--- src/hw/rtl/ltsc_pkg.sv ---
// Shared types, codes and constants of the line track status classifier.
package ltsc_pkg;

	// Fixed field widths
	localparam int SENSOR_W   = 12;
	localparam int POSITION_W = 14;
	localparam int MILEAGE_W  = 16;
	localparam int SHARP_W    = 14;
	localparam int CFG_DATA_W = 16;
	localparam int CFG_ADDR_W = 2;
	localparam int OUT_W      = 32;

	// Default sensor count
	localparam int NUM_SENSORS_DEF = 5;

	// Position scale of the full array: each sensor pitch is this many counts
	localparam int POS_SCALE = 1000;

	// Line pattern levels, in percent of full scale
	localparam logic [6:0] PCT_LOW  = 7'd30;
	localparam logic [6:0] PCT_HIGH = 7'd70;
	localparam logic [6:0] PCT_BASE = 7'd100;

	// Register reset values
	localparam logic [11:0] FULL_SCALE_RST = 12'd1000;
	localparam logic [11:0] ON_TRACK_RST   = 12'd200;
	localparam logic [13:0] SHARP_RST      = 14'd834;
	localparam logic [15:0] MAX_LOST_RST   = 16'd200;

	// Register indexes
	typedef enum logic [CFG_ADDR_W-1:0] {
		CFG_FULL_SCALE = 2'd0,
		CFG_ON_TRACK   = 2'd1,
		CFG_SHARP      = 2'd2,
		CFG_MAX_LOST   = 2'd3
	} cfg_index_t;

	// Track status codes
	typedef enum logic [3:0] {
		TS_NORMAL    = 4'd0,
		TS_LINE      = 4'd1,
		TS_SHARP_L   = 4'd2,
		TS_SHARP_R   = 4'd3,
		TS_TURN_L    = 4'd4,
		TS_TURN_R    = 4'd5,
		TS_GAP       = 4'd6,
		TS_MANOEUVRE = 4'd7,
		TS_FINISHED  = 4'd8
	} track_status_t;

	// Start/stop line history
	typedef enum logic [1:0] {
		LS_NONE  = 2'd0,
		LS_START = 2'd1,
		LS_STOP  = 2'd2
	} line_state_t;

	// Centroid sequencer phases
	typedef enum logic [2:0] {
		PH_IDLE,
		PH_ACC,
		PH_MUL,
		PH_DIV,
		PH_DONE
	} cen_phase_t;

	// Configuration registers
	typedef struct packed {
		logic [SENSOR_W-1:0]  full_scale;
		logic [SENSOR_W-1:0]  on_track;
		logic [SHARP_W-1:0]   sharp;
		logic [MILEAGE_W-1:0] max_lost;
	} cfg_t;

	// Centroid unit status
	typedef struct packed {
		logic idle;
		logic done;
		logic valid;
	} cen_stat_t;

	// One result item, lowest field in the lowest bits
	typedef struct packed {
		logic                  run_finished;
		logic                  abort_stop;
		logic                  lost_end;
		logic                  lost_begin;
		logic                  lap_stop;
		logic                  lap_start;
		logic                  allow_reverse;
		logic [POSITION_W-1:0] steer_position;
		track_status_t         track_status;
	} result_t;

endpackage

--- src/hw/rtl/line_track_status_classifier_core.sv ---
// Top level of the line track status classifier: ports, registers and item flow.
//
// Each accepted item is one line sensor sample; one result item comes back per sample,
// carrying the track status, the steering position and the lap, lost and abort events.
// An item keeps s_tready low from acceptance until its result is handed on, so the next
// item is taken only after the last one has gone through every step: the weighted sum is
// formed one inner sensor per cycle, then scaled by full scale, then the restoring divider
// forms the inner centroid one quotient bit per cycle, and last the result is handed to
// the output register. The result waits there, so the next item is taken while the last
// one is still unread; the status only advances once that register is free. Configuration
// writes go through cfg_we, cfg_addr and cfg_wdata and are to be made while no item is
// in flight.
module line_track_status_classifier_core #(
	parameter int NUM_SENSORS = ltsc_pkg::NUM_SENSORS_DEF
) (
	input  logic                                    clk,
	input  logic                                    arst_n,
	// start_run
	input  logic                                    s_tuser,
	// line_position, sensor_0 .. sensor_N-1, lost_mileage, observation_timeout, zero fill
	input  logic [((31 + 12 * NUM_SENSORS + 7) / 8) * 8 - 1:0] s_tdata,
	input  logic                                    s_tvalid,
	output logic                                    s_tready,
	// track_status, steer_position, allow_reverse, lap_start, lap_stop, lost_begin,
	// lost_end, abort_stop, run_finished, zero fill
	output logic [ltsc_pkg::OUT_W-1:0]              m_tdata,
	output logic                                    m_tvalid,
	input  logic                                    m_tready,
	input  logic                                    cfg_we,
	input  logic [ltsc_pkg::CFG_ADDR_W-1:0]         cfg_addr,
	input  logic [ltsc_pkg::CFG_DATA_W-1:0]         cfg_wdata
);

	localparam int SNW    = ltsc_pkg::SENSOR_W;
	localparam int PW     = ltsc_pkg::POSITION_W;
	localparam int MW     = ltsc_pkg::MILEAGE_W;
	localparam int SENS0  = PW;
	localparam int MIL0   = PW + SNW * NUM_SENSORS;
	localparam int TMO0   = MIL0 + MW;
	localparam int QW     = $clog2(((1 << SNW) - 1) * (NUM_SENSORS - 2) + 1);

	ltsc_pkg::cfg_t      cfg_q;
	ltsc_pkg::cen_stat_t cen_stat;
	ltsc_pkg::result_t   res, res_q;

	logic                               start_run_q;
	logic [PW-1:0]                      line_position_q;
	logic [NUM_SENSORS-1:0][SNW-1:0]    sens_q;
	logic [MW-1:0]                      lost_mileage_q;
	logic                               timeout_q;
	logic [QW-1:0]                      pos3;
	logic                               accept;
	logic                               commit;
	logic                               m_tvalid_q;

	assign s_tready = cen_stat.idle;
	assign accept   = s_tvalid && s_tready;
	assign commit   = cen_stat.done && (!m_tvalid_q || m_tready);

	// Write the configuration registers
	always_ff @(posedge clk or negedge arst_n) begin
		if (!arst_n) begin
			cfg_q.full_scale <= ltsc_pkg::FULL_SCALE_RST;
			cfg_q.on_track   <= ltsc_pkg::ON_TRACK_RST;
			cfg_q.sharp      <= ltsc_pkg::SHARP_RST;
			cfg_q.max_lost   <= ltsc_pkg::MAX_LOST_RST;
		end else if (cfg_we) begin
			case (cfg_addr)
				ltsc_pkg::CFG_FULL_SCALE: cfg_q.full_scale <= cfg_wdata[SNW-1:0];
				ltsc_pkg::CFG_ON_TRACK:   cfg_q.on_track   <= cfg_wdata[SNW-1:0];
				ltsc_pkg::CFG_SHARP:      cfg_q.sharp      <= cfg_wdata[ltsc_pkg::SHARP_W-1:0];
				ltsc_pkg::CFG_MAX_LOST:   cfg_q.max_lost   <= cfg_wdata[MW-1:0];
				default: begin
				end
			endcase
		end
	end

	// Capture the input item
	always_ff @(posedge clk) begin
		if (accept) begin
			start_run_q     <= s_tuser;
			line_position_q <= s_tdata[SENS0-1:0];
			for (int i = 0; i < NUM_SENSORS; i++) begin
				sens_q[i] <= s_tdata[SENS0 + SNW * i +: SNW];
			end
			lost_mileage_q  <= s_tdata[MIL0 +: MW];
			timeout_q       <= s_tdata[TMO0];
		end
	end

	ltsc_centroid #(
		.NUM_SENSORS (NUM_SENSORS),
		.QW          (QW)
	) u_centroid (
		.clk        (clk),
		.arst_n     (arst_n),
		.start      (accept),
		.ack        (commit),
		.full_scale (cfg_q.full_scale),
		.sens       (sens_q),
		.pos3       (pos3),
		.stat       (cen_stat)
	);

	ltsc_classify #(
		.NUM_SENSORS (NUM_SENSORS),
		.QW          (QW)
	) u_classify (
		.clk                 (clk),
		.arst_n              (arst_n),
		.commit              (commit),
		.cfg                 (cfg_q),
		.start_run           (start_run_q),
		.line_position       (line_position_q),
		.sens                (sens_q),
		.lost_mileage        (lost_mileage_q),
		.observation_timeout (timeout_q),
		.pos3                (pos3),
		.pos3_valid          (cen_stat.valid),
		.res                 (res)
	);

	// Hold the result item until it is taken
	always_ff @(posedge clk or negedge arst_n) begin
		if (!arst_n) begin
			m_tvalid_q <= 1'b0;
		end else if (commit) begin
			m_tvalid_q <= 1'b1;
		end else if (m_tready) begin
			m_tvalid_q <= 1'b0;
		end
	end

	always_ff @(posedge clk) begin
		if (commit) res_q <= res;
	end

	assign m_tvalid = m_tvalid_q;
	assign m_tdata  = ltsc_pkg::OUT_W'(res_q);

endmodule

--- src/hw/rtl/ltsc_centroid.sv ---
// Inner sensor centroid: weighted sum sequencer and restoring divider.
module ltsc_centroid #(
	parameter int NUM_SENSORS = ltsc_pkg::NUM_SENSORS_DEF,
	parameter int QW = 14
) (
	input  logic                                           clk,
	input  logic                                           arst_n,
	input  logic                                           start,
	input  logic                                           ack,
	input  logic [ltsc_pkg::SENSOR_W-1:0]                  full_scale,
	input  logic [NUM_SENSORS-1:0][ltsc_pkg::SENSOR_W-1:0] sens,
	output logic [QW-1:0]                                  pos3,
	output ltsc_pkg::cen_stat_t                            stat
);

	localparam int IW    = $clog2(NUM_SENSORS);
	localparam int WMAX  = ((1 << ltsc_pkg::SENSOR_W) - 1) * (NUM_SENSORS - 2)
		* (NUM_SENSORS - 1) / 2;
	localparam int WW    = $clog2(WMAX + 1);
	localparam int NUMW  = WW + ltsc_pkg::SENSOR_W;
	localparam int DW    = QW;
	localparam int SHW   = DW + QW - 1;
	localparam int CW    = (NUMW > SHW) ? NUMW : SHW;
	localparam int CNTW  = $clog2(QW);

	ltsc_pkg::cen_phase_t phase_q, phase_d;

	logic [IW-1:0]   idx_q;
	logic [WW-1:0]   w_q;
	logic [DW-1:0]   den_q;
	logic [CW-1:0]   rem_q;
	logic [CW-1:0]   dsh_q;
	logic [QW-1:0]   quo_q;
	logic [CNTW-1:0] cnt_q;

	logic            last_idx;
	logic            last_bit;
	logic            ge;
	logic [NUMW-1:0] num;

	assign last_idx = (idx_q == IW'(NUM_SENSORS - 2));
	assign last_bit = (cnt_q == '0);
	assign ge       = (rem_q >= dsh_q);
	assign num      = NUMW'(full_scale) * NUMW'(w_q);

	// Hold the phase
	always_ff @(posedge clk or negedge arst_n) begin
		if (!arst_n) begin
			phase_q <= ltsc_pkg::PH_IDLE;
		end else begin
			phase_q <= phase_d;
		end
	end

	// Sequence the phases
	always_comb begin
		phase_d = phase_q;
		case (phase_q)
			ltsc_pkg::PH_IDLE: if (start) phase_d = ltsc_pkg::PH_ACC;
			ltsc_pkg::PH_ACC:  if (last_idx) phase_d = ltsc_pkg::PH_MUL;
			ltsc_pkg::PH_MUL:  phase_d = ltsc_pkg::PH_DIV;
			ltsc_pkg::PH_DIV:  if (last_bit) phase_d = ltsc_pkg::PH_DONE;
			ltsc_pkg::PH_DONE: if (ack) phase_d = ltsc_pkg::PH_IDLE;
			default:           phase_d = ltsc_pkg::PH_IDLE;
		endcase
	end

	// Accumulate, scale and divide, one step per cycle
	always_ff @(posedge clk) begin
		case (phase_q)
			ltsc_pkg::PH_IDLE: begin
				idx_q <= IW'(1);
				w_q   <= '0;
				den_q <= '0;
			end
			ltsc_pkg::PH_ACC: begin
				w_q   <= w_q + WW'(idx_q) * WW'(sens[idx_q]);
				den_q <= den_q + DW'(sens[idx_q]);
				idx_q <= idx_q + IW'(1);
			end
			ltsc_pkg::PH_MUL: begin
				rem_q <= CW'(num);
				dsh_q <= CW'({den_q, {(QW-1){1'b0}}});
				quo_q <= '0;
				cnt_q <= CNTW'(QW - 1);
			end
			ltsc_pkg::PH_DIV: begin
				if (ge) begin
					rem_q <= rem_q - dsh_q;
				end
				quo_q <= {quo_q[QW-2:0], ge};
				dsh_q <= dsh_q >> 1;
				cnt_q <= cnt_q - CNTW'(1);
			end
			default: begin
			end
		endcase
	end

	assign pos3       = quo_q;
	assign stat.idle  = (phase_q == ltsc_pkg::PH_IDLE);
	assign stat.done  = (phase_q == ltsc_pkg::PH_DONE);
	assign stat.valid = (den_q != '0);

endmodule

--- src/hw/rtl/ltsc_classify.sv ---
// Track status classifier: line and gap detection, status and event pulses.
module ltsc_classify #(
	parameter int NUM_SENSORS = ltsc_pkg::NUM_SENSORS_DEF,
	parameter int QW = 14
) (
	input  logic                                           clk,
	input  logic                                           arst_n,
	input  logic                                           commit,
	input  ltsc_pkg::cfg_t                                 cfg,
	input  logic                                           start_run,
	input  logic [ltsc_pkg::POSITION_W-1:0]                line_position,
	input  logic [NUM_SENSORS-1:0][ltsc_pkg::SENSOR_W-1:0] sens,
	input  logic [ltsc_pkg::MILEAGE_W-1:0]                 lost_mileage,
	input  logic                                           observation_timeout,
	input  logic [QW-1:0]                                  pos3,
	input  logic                                           pos3_valid,
	output ltsc_pkg::result_t                              res
);

	localparam int SW      = QW + 2;
	localparam int MID     = NUM_SENSORS / 2;
	localparam int RIGHT   = NUM_SENSORS - 1;
	localparam int POS_MAX = (NUM_SENSORS - 1) * ltsc_pkg::POS_SCALE;

	ltsc_pkg::track_status_t ts_q, cur_ts, next_ts, final_ts;
	ltsc_pkg::line_state_t   ls_q, cur_ls, next_ls;
	logic [ltsc_pkg::POSITION_W-1:0] prev_q;

	logic signed [SW-1:0] full_s, half_s, sp_s, mid_lo, mid_hi, gap_lo, gap_hi;
	logic signed [SW-1:0] pos_s, pos3_s, diff_s, thr_s, neg_thr, prev_s, pos_o;
	logic signed [SW-1:0] pos_max_s;
	logic                 gap, line_pat, pos3_mid, pos_mid;
	logic                 rev, lap_start, lap_stop, lost_begin, lost_end, ab;
	logic                 was_lost, now_lost;

	// True when s is at least pct percent of full, rounded down
	function automatic logic at_least_pct(
		input logic [ltsc_pkg::SENSOR_W-1:0] s,
		input logic [ltsc_pkg::SENSOR_W-1:0] full,
		input logic [6:0]                    pct
	);
		logic [19:0] lhs;
		logic [19:0] rhs;
		lhs = 20'(ltsc_pkg::PCT_BASE) * (20'(s) + 20'd1);
		rhs = 20'(pct) * 20'(full);
		return lhs > rhs;
	endfunction

	// Derive the thresholds from full scale
	always_comb begin
		full_s    = SW'(cfg.full_scale);
		half_s    = SW'(cfg.full_scale >> 1);
		sp_s      = SW'((32'(cfg.full_scale) * (NUM_SENSORS - 1)) >> 1);
		mid_lo    = sp_s - half_s;
		mid_hi    = sp_s + half_s;
		gap_lo    = sp_s - full_s;
		gap_hi    = sp_s + full_s;
		pos_max_s = SW'(POS_MAX);
		thr_s     = SW'(cfg.sharp);
		neg_thr   = -thr_s;
	end

	// Compare the positions and scan the sensors
	always_comb begin
		pos_s    = SW'(line_position);
		prev_s   = SW'(prev_q);
		pos3_s   = pos3_valid ? SW'(pos3) : '0;
		diff_s   = pos3_valid ? (pos_s - pos3_s) : '0;
		pos3_mid = (pos3_s >= mid_lo) && (pos3_s <= mid_hi);
		pos_mid  = (pos_s >= mid_lo) && (pos_s <= mid_hi);
		gap = 1'b1;
		for (int i = 0; i < NUM_SENSORS; i++) begin
			if (sens[i] >= cfg.on_track) gap = 1'b0;
		end
		line_pat = at_least_pct(sens[0], cfg.full_scale, ltsc_pkg::PCT_LOW)
			&& !at_least_pct(sens[MID-1], cfg.full_scale, ltsc_pkg::PCT_HIGH)
			&& at_least_pct(sens[MID], cfg.full_scale, ltsc_pkg::PCT_HIGH)
			&& !at_least_pct(sens[MID+1], cfg.full_scale, ltsc_pkg::PCT_HIGH)
			&& at_least_pct(sens[RIGHT], cfg.full_scale, ltsc_pkg::PCT_LOW);
	end

	// Step the track status
	always_comb begin
		cur_ts    = start_run ? ltsc_pkg::TS_NORMAL : ts_q;
		cur_ls    = start_run ? ltsc_pkg::LS_NONE : ls_q;
		next_ts   = cur_ts;
		next_ls   = cur_ls;
		pos_o     = pos_s;
		rev       = 1'b1;
		lap_start = 1'b0;
		lap_stop  = 1'b0;
		if (cur_ts == ltsc_pkg::TS_LINE) begin
			if (pos_mid && (sens[0] < cfg.on_track) && (sens[RIGHT] < cfg.on_track))
				next_ts = ltsc_pkg::TS_NORMAL;
			rev = 1'b0;
		end else if (line_pat) begin
			if (cur_ls == ltsc_pkg::LS_NONE) begin
				lap_start = 1'b1;
				next_ls   = ltsc_pkg::LS_START;
				next_ts   = ltsc_pkg::TS_LINE;
			end else begin
				lap_stop = 1'b1;
				next_ls  = ltsc_pkg::LS_STOP;
				next_ts  = ltsc_pkg::TS_FINISHED;
			end
			rev = 1'b0;
		end else if (cur_ts == ltsc_pkg::TS_SHARP_L) begin
			if (pos3_s > mid_hi) begin
				next_ts = ltsc_pkg::TS_TURN_L;
				pos_o   = '0;
			end else begin
				pos_o = pos3_s;
			end
		end else if (cur_ts == ltsc_pkg::TS_SHARP_R) begin
			if (pos3_s < mid_lo) begin
				next_ts = ltsc_pkg::TS_TURN_R;
				pos_o   = pos_max_s;
			end else begin
				pos_o = pos3_s;
			end
		end else if (cur_ts == ltsc_pkg::TS_TURN_L) begin
			if (pos3_mid) next_ts = ltsc_pkg::TS_NORMAL;
			else pos_o = '0;
		end else if (cur_ts == ltsc_pkg::TS_TURN_R) begin
			if (pos3_mid) next_ts = ltsc_pkg::TS_NORMAL;
			else pos_o = pos_max_s;
		end else if ((diff_s <= neg_thr) && pos3_mid) begin
			next_ts = ltsc_pkg::TS_SHARP_L;
			pos_o   = pos3_s;
		end else if ((diff_s >= thr_s) && pos3_mid) begin
			next_ts = ltsc_pkg::TS_SHARP_R;
			pos_o   = pos3_s;
		end else if (gap) begin
			if ((prev_s >= gap_lo) && (prev_s < gap_hi)) begin
				pos_o   = sp_s;
				rev     = 1'b0;
				next_ts = ltsc_pkg::TS_GAP;
			end else begin
				next_ts = ltsc_pkg::TS_MANOEUVRE;
			end
		end else begin
			next_ts = ltsc_pkg::TS_NORMAL;
		end
	end

	// Raise the lost, found and abort events
	always_comb begin
		was_lost   = (cur_ts == ltsc_pkg::TS_GAP) || (cur_ts == ltsc_pkg::TS_MANOEUVRE);
		now_lost   = (next_ts == ltsc_pkg::TS_GAP) || (next_ts == ltsc_pkg::TS_MANOEUVRE);
		lost_begin = !was_lost && now_lost;
		lost_end   = was_lost && !now_lost;
		ab = (now_lost && (lost_mileage > cfg.max_lost))
			|| ((next_ts != ltsc_pkg::TS_FINISHED) && observation_timeout);
		final_ts = ab ? ltsc_pkg::TS_FINISHED : next_ts;
	end

	// Assemble the result item
	always_comb begin
		res.track_status   = final_ts;
		res.steer_position = pos_o[ltsc_pkg::POSITION_W-1:0];
		res.allow_reverse  = rev;
		res.lap_start      = lap_start;
		res.lap_stop       = lap_stop;
		res.lost_begin     = lost_begin;
		res.lost_end       = lost_end;
		res.abort_stop     = ab;
		res.run_finished   = (final_ts == ltsc_pkg::TS_FINISHED);
	end

	// Advance the status when the item commits
	always_ff @(posedge clk or negedge arst_n) begin
		if (!arst_n) begin
			ts_q   <= ltsc_pkg::TS_NORMAL;
			ls_q   <= ltsc_pkg::LS_NONE;
			prev_q <= '0;
		end else if (commit) begin
			ts_q   <= final_ts;
			ls_q   <= next_ls;
			prev_q <= pos_o[ltsc_pkg::POSITION_W-1:0];
		end
	end

endmodule

--- config.mk ---
export PLATFORM = sky130hd
export DESIGN_NAME = line_track_status_classifier_core
export DESIGN_NICKNAME = d
export VERILOG_FILES = /design/src/hw/rtl/ltsc_pkg.sv /design/src/hw/rtl/line_track_status_classifier_core.sv /design/src/hw/rtl/ltsc_centroid.sv /design/src/hw/rtl/ltsc_classify.sv
export SDC_FILE = /design/constraint.sdc
export NUM_CORES = 2
export LEC_CHECK = 0
export ABC_AREA = 1
export ABC_CLOCK_PERIOD_IN_PS = 26100
export BUFFER_PORTS_ARGS = -buffer_cell sky130_fd_sc_hd__buf_2
export CAP_MARGIN = 10
export CORE_ASPECT_RATIO = 1.4
export CORE_MARGIN = 10
export CORE_UTILIZATION = 60
export DETAILED_ROUTE_END_ITERATION = 12
export GPL_TIMING_DRIVEN = 0
export PLACE_DENSITY = 0.8
export SYNTH_ARGS = -nofsm -noshare
export SYNTH_HDL_FRONTEND = slang
export SYNTH_SLANG_ARGS = --single-unit
export TNS_END_PERCENT = 100
--- constraint.sdc ---
create_clock -name clk -period 26.1 [get_ports clk]
set_input_delay 5.22 -clock clk [delete_from_list [all_inputs] [get_ports clk]]
set_output_delay 5.22 -clock clk [all_outputs]
set_load 0.005 [all_outputs]
# [Word-level counts from Yosys, hierarchy flattened]
# Index checks and enable logic that the tools add are counted.
[op_classes] magnitude_cmp=25 eq_ne=24 n_addsub=16 mul=9 bitwise=1 n_reduce_logical=42 n_shift=0 mux=69 n_div=0
[op_table] cell="14-bit two-way mux" count=15
[op_table] cell="27-bit case mux with 2 select lines" count=2
[op_table] cell="5-bit by 20-bit multiplier with 18-bit output (first input constant)" count=5
[op_table] cell="12-bit by 1-bit adder with 13-bit output (second input constant)" count=5
[op_table] cell="12-bit greater-or-equal comparator" count=5
[op_table] cell="20-bit by 19-bit > comparator with 1-bit output" count=3
[op_table] cell="4-bit two-way mux" count=15
[op_table] cell="14-bit case mux with 2 select lines" count=2
[op_table] cell="20-bit by 17-bit > comparator with 1-bit output" count=2
[op_table] cell="12-bit binary-select mux with 3-bit select" count=1
[op_table] cell="15-bit by 16-bit greater-or-equal comparator with 1-bit output" count=2
[op_table] cell="16-bit > comparator" count=2
[op_table] cell="16-bit <= comparator" count=2
[op_table] cell="15-bit case mux with 2 select lines" count=1
[op_table] cell="27-bit greater-or-equal comparator" count=1
[op_table] cell="12-bit by 15-bit multiplier with 27-bit output" count=1
[op_table] cell="27-bit two-way mux" count=1
[op_table] cell="27-bit subtractor" count=1
[op_table] cell="4-bit by 3-bit == test with 1-bit output (second input constant)" count=6
[op_table] cell="12-bit less-than comparator" count=2
[op_table] cell="6-bit by 12-bit multiplier with 18-bit output (first input constant)" count=1
[op_table] cell="1-bit two-way mux" count=18
[op_table] cell="1-bit logical AND" count=17
[op_table] cell="16-bit by 15-bit greater-or-equal comparator with 1-bit output" count=1
[op_table] cell="45 further kinds" count=75
[word_totals] wordCells=220 rom_bits=0 mem_count=0 input_bits=120 ramBits=0 regBits=299 latchBits=0

# [Logic depth before layout (Yosys ltp)]
[depth] word_depth=21 depth_mapped=46

# [By module]
# Synthesis repeated with hierarchy kept, for this count alone.
[unflattened] cells_unflattened=5645 hier_area_um2=42293.1
[by_module_without_submodules] mod="ltsc_classify" cells_per_inst=3184 instances=1 seq_area_each_um2=500.5 area_per_inst_um2=21321.7
[by_module_without_submodules] mod="ltsc_centroid" cells_per_inst=2085 instances=1 seq_area_each_um2=3198.1 area_per_inst_um2=15100.7
[by_module_without_submodules] mod="line_track_status_classifier_core" cells_per_inst=376 instances=1 seq_area_each_um2=4909.7 area_per_inst_um2=5870.6

# [Worst setup path before layout]
# No wires, ideal clock.
[synth_path] path_kind="input to register" from="input port s_tvalid" to="register line_position_q[0] (enable)" n_path_buf=0 setup_ns=0.768 required_time_ns=25.332 stages=2 arrival_ns=13.906 slack_ns=11.426 path_cell_list="inv_1 nor4_1"
[synth_between] elab_chain_cells=1
[synth_rtl] element="from (decl)" line="line_track_status_classifier_core.sv:22" rtl="input logic s_tvalid,"
[synth_rtl] element="1-bit logical AND" line="line_track_status_classifier_core.sv:57" rtl="assign accept = s_tvalid && s_tready;"
[synth_rtl] element="named net accept" line="line_track_status_classifier_core.sv:52" rtl="logic accept;"
[synth_rtl] element="to (signal assigned)" line="line_track_status_classifier_core.sv:83" rtl="line_position_q <= s_tdata[SENS0-1:0];"
[synth_rtl] element="to (decl)" line="line_track_status_classifier_core.sv:47" rtl="logic [PW-1:0] line_position_q;"
# The timed path passes the listed nets, and every way through them passes these cells.
# A chain may end at the register's enable or synchronous reset.

==> impl_metrics.toml <==
[grt]
antenna_found_initial = 2
grt.total_usage_pct = 28.8
grt_start_max_net_pins = 59
first_global_vias = 33934
overflow = 0
grt_pass1_wl_microns = 175000

[yosys]
synth_edf_count = 221
ys_ff_latch = 299
synthArstFlopShare_pct = 26.1
syn_area_sq_um = 39000
synth_area_leaders = "ha_1, edfxtp_1, fa_1"
synthCells = 4880
ys_seq_area_share_pct = 22.1
synth.most_common_cell = "nand2_1"
synth_top_cells_by_count = "nand2_1, inv_1, ha_1"
yosysTopAreaCell = "ha_1"
synth.yosys.warnings = 0
synth_area_per_cell_sq_um = 7.99
synth_top_area_share_pct = 22.7
yosysUniqueCellTypes = 66
ys.flop_type = "edfxtp_1"

[sta]
max-slew-margin-rel_pct = 28.8
tns_ns = 0
hold_viol = 0
tightestPinTransition_ns = 1.06
skew_ns = 0.0232
fmax_mhz = 109
fin_crit_ns = 9.16
slew_violations = 0
rsz0062_at_grt = "false"
setup_viol = 0
post-route-period-util_pct = 35.1

[clocking]
clock-sinks = 299
ctsResizeCount = 0
cts_root_buf = "clkbuf_16"
htree_levels = 2
clk_latency_ns = 0.60
cts_tree = "built"
cts_buffers = 34
cts_hold_buf = 0
post_cts_buffers = 0
cts.path.max_buffers = 3
clk_pin_slew_ns = 0.06

[run_status]
status = "completed"

[worst_setup_path]
cp_data_required_time_ns = 26.48
max_stage_delay_ns = 0.77
critPathKind = "reg2reg"
arrival_ns = 9.54
cp_common_cell = "ha_1"
crit_fanout = 12
critPathCaptureType = "register"
cp_slowest_cell = "dfstp_2"
start_kind = "register"

[drt]
dr.pass1.iters = 6
routed-via-count = 33870
drtAntennaViolNets = 0
drc = 0
drt_wl_total_microns = 111000
avgViaCountPerCell = 5.70
drtIter0Drc = 2329
detail_route.wl_per_cell_microns = 18.6

[cells_and_area]
final_net_count = 6135
fill_cells = 5543
fin_util_pct = 65.4
layout-drive-gt1-share_pct = 6.15
area_growth_syn_to_layout_pct = 7.96

[floorplanning]
start_util_pct = 60.5
fp.dieH_microns = 322
die_w_microns = 235
dieArea_sq_um = 75700
rows = 110
ios = 154
core_sq_um = 64400

[place]
detailed_place_hpwl_microns = 92100
gp_congestion = 0.974
port_buffers = 141

[worst_hold_path]
hold_class = "reg2reg"

[run]
drv_cap = 0
registers in the layout, summed over array words and instances (netlist names), 14 cells and up:
signal,flops
u_centroid.dsh_q,27
cfg_q,54
sens_q,60
m_tdata,25
line_position_q,14
lost_mileage_q,16
u_centroid.pos3,14
u_centroid.den_q,14
u_centroid.rem_q,27
u_classify.prev_q,14
u_centroid.w_q,15
worst paths after layout:
check / depth (start not counted) / slack [ns] / from / to
worst max-delay path: 34 / 16.94 / cfg_q[48] / m_tdata[10]
worst min-delay path: 2 / 0.49 / cfg_q[40] / cfg_q[40]
worst max register to register: 34 / 16.94 / cfg_q[48] / m_tdata[10]
worst min register to register: 2 / 0.49 / cfg_q[40] / cfg_q[40]
max in group asynchronous: 2 / 20.91 / arst_n / cfg_q[36]
min in group asynchronous: 1 / 4.51 / arst_n / u_classify.prev_q[8]
per-layer routing:
layer | track usage, % | vias to the layer above | part of all wire, %
met5 | 0 | - | 0.012
met4 | 20.9 | 2 | 8.2
met3 | 3.70 | 396 | 6.3
met2 | 50.9 | 1240 | 49
met1 | 31.4 | 15951 | 36
li1 | - | 16281 | -
cells in the final DEF, fill, tap and decap left out, drive strengths merged, types with 62 or more instances in the layout:
| cell | Yosys | final |
|---|---|---|
| a21oi | 353 | 353 |
| buf | 25 | 182 |
| clkbuf | 71 | 115 |
| dfrtp | 62 | 62 |
| edfxtp | 221 | 221 |
| fa | 230 | 230 |
| ha | 706 | 706 |
| inv | 952 | 957 |
| nand2 | 958 | 958 |
| nand3 | 154 | 154 |
| nor2 | 313 | 313 |
| o21ai | 291 | 291 |
| xor2 | 160 | 160 |
stage by stage:
stage / std cells / hold slack [ns] / instance area [sq um] / worst slack, ns
after detailed placement: 5882 / 0.473 / 41000 / 17.24
after CTS: 5944 / 0.489 / 42100 / 17.19
final: 5946 / 0.486 / 42100 / 16.94
after global routing: 5945 / 0.502 / 42100 / 16.57
after global placement: 5867 / 0.468 / 40800 / 6.49
after floorplan: 4886 / 0.453 / 39000 / 11.43
cell type report:
cell class / count / area (sq um) / share of cell area [%]
Antenna cell: 1 / 2.50 / 0.00594
Timing Repair Buffer: 157 / 897 / 2.13
Multi-Input combinational cell: 3535 / 26400 / 62.7
Clock inverter: 18 / 183 / 0.434
Clock buffer: 44 / 928 / 2.21
Tap cell: 840 / 1050 / 2.50
Buffer: 96 / 427 / 1.01
Sequential cell: 299 / 8610 / 20.4
Inverter: 956 / 3590 / 8.52
cell families (layout without fill, tap and decap cells):
logic type / count (synthesis) / after routing / share of synthesized area (%)
XOR/XNOR: 207 / 207 / 4.65
multiplexers: 1 / 1 / 0.0289
other: 1 / 8 / 0.00962
AO/OA/AOI/OAI: 812 / 812 / 11.7
AND/OR/NAND/NOR: 1572 / 1572 / 16.8
buffers and inverters: 1052 / 1271 / 10.3
flip-flops: 299 / 299 / 22.1
adder cells (fa/ha/maj): 936 / 936 / 34.5
critical path, delay by kind of cell (launching register included):
family / cells / cell delay, ns
adder cells (fa/ha/maj): 5 / 1.82
buffers and inverters: 8 / 1.99
AND/OR/NAND/NOR: 10 / 1.94
XOR/XNOR: 1 / 0.70
AO/OA/AOI/OAI: 10 / 1.71
flip-flops: 1 / 0.77
Power is left out: the tool's default activity adds up to more than one toggle a clock period on the data nets, which glitch-free logic cannot reach.
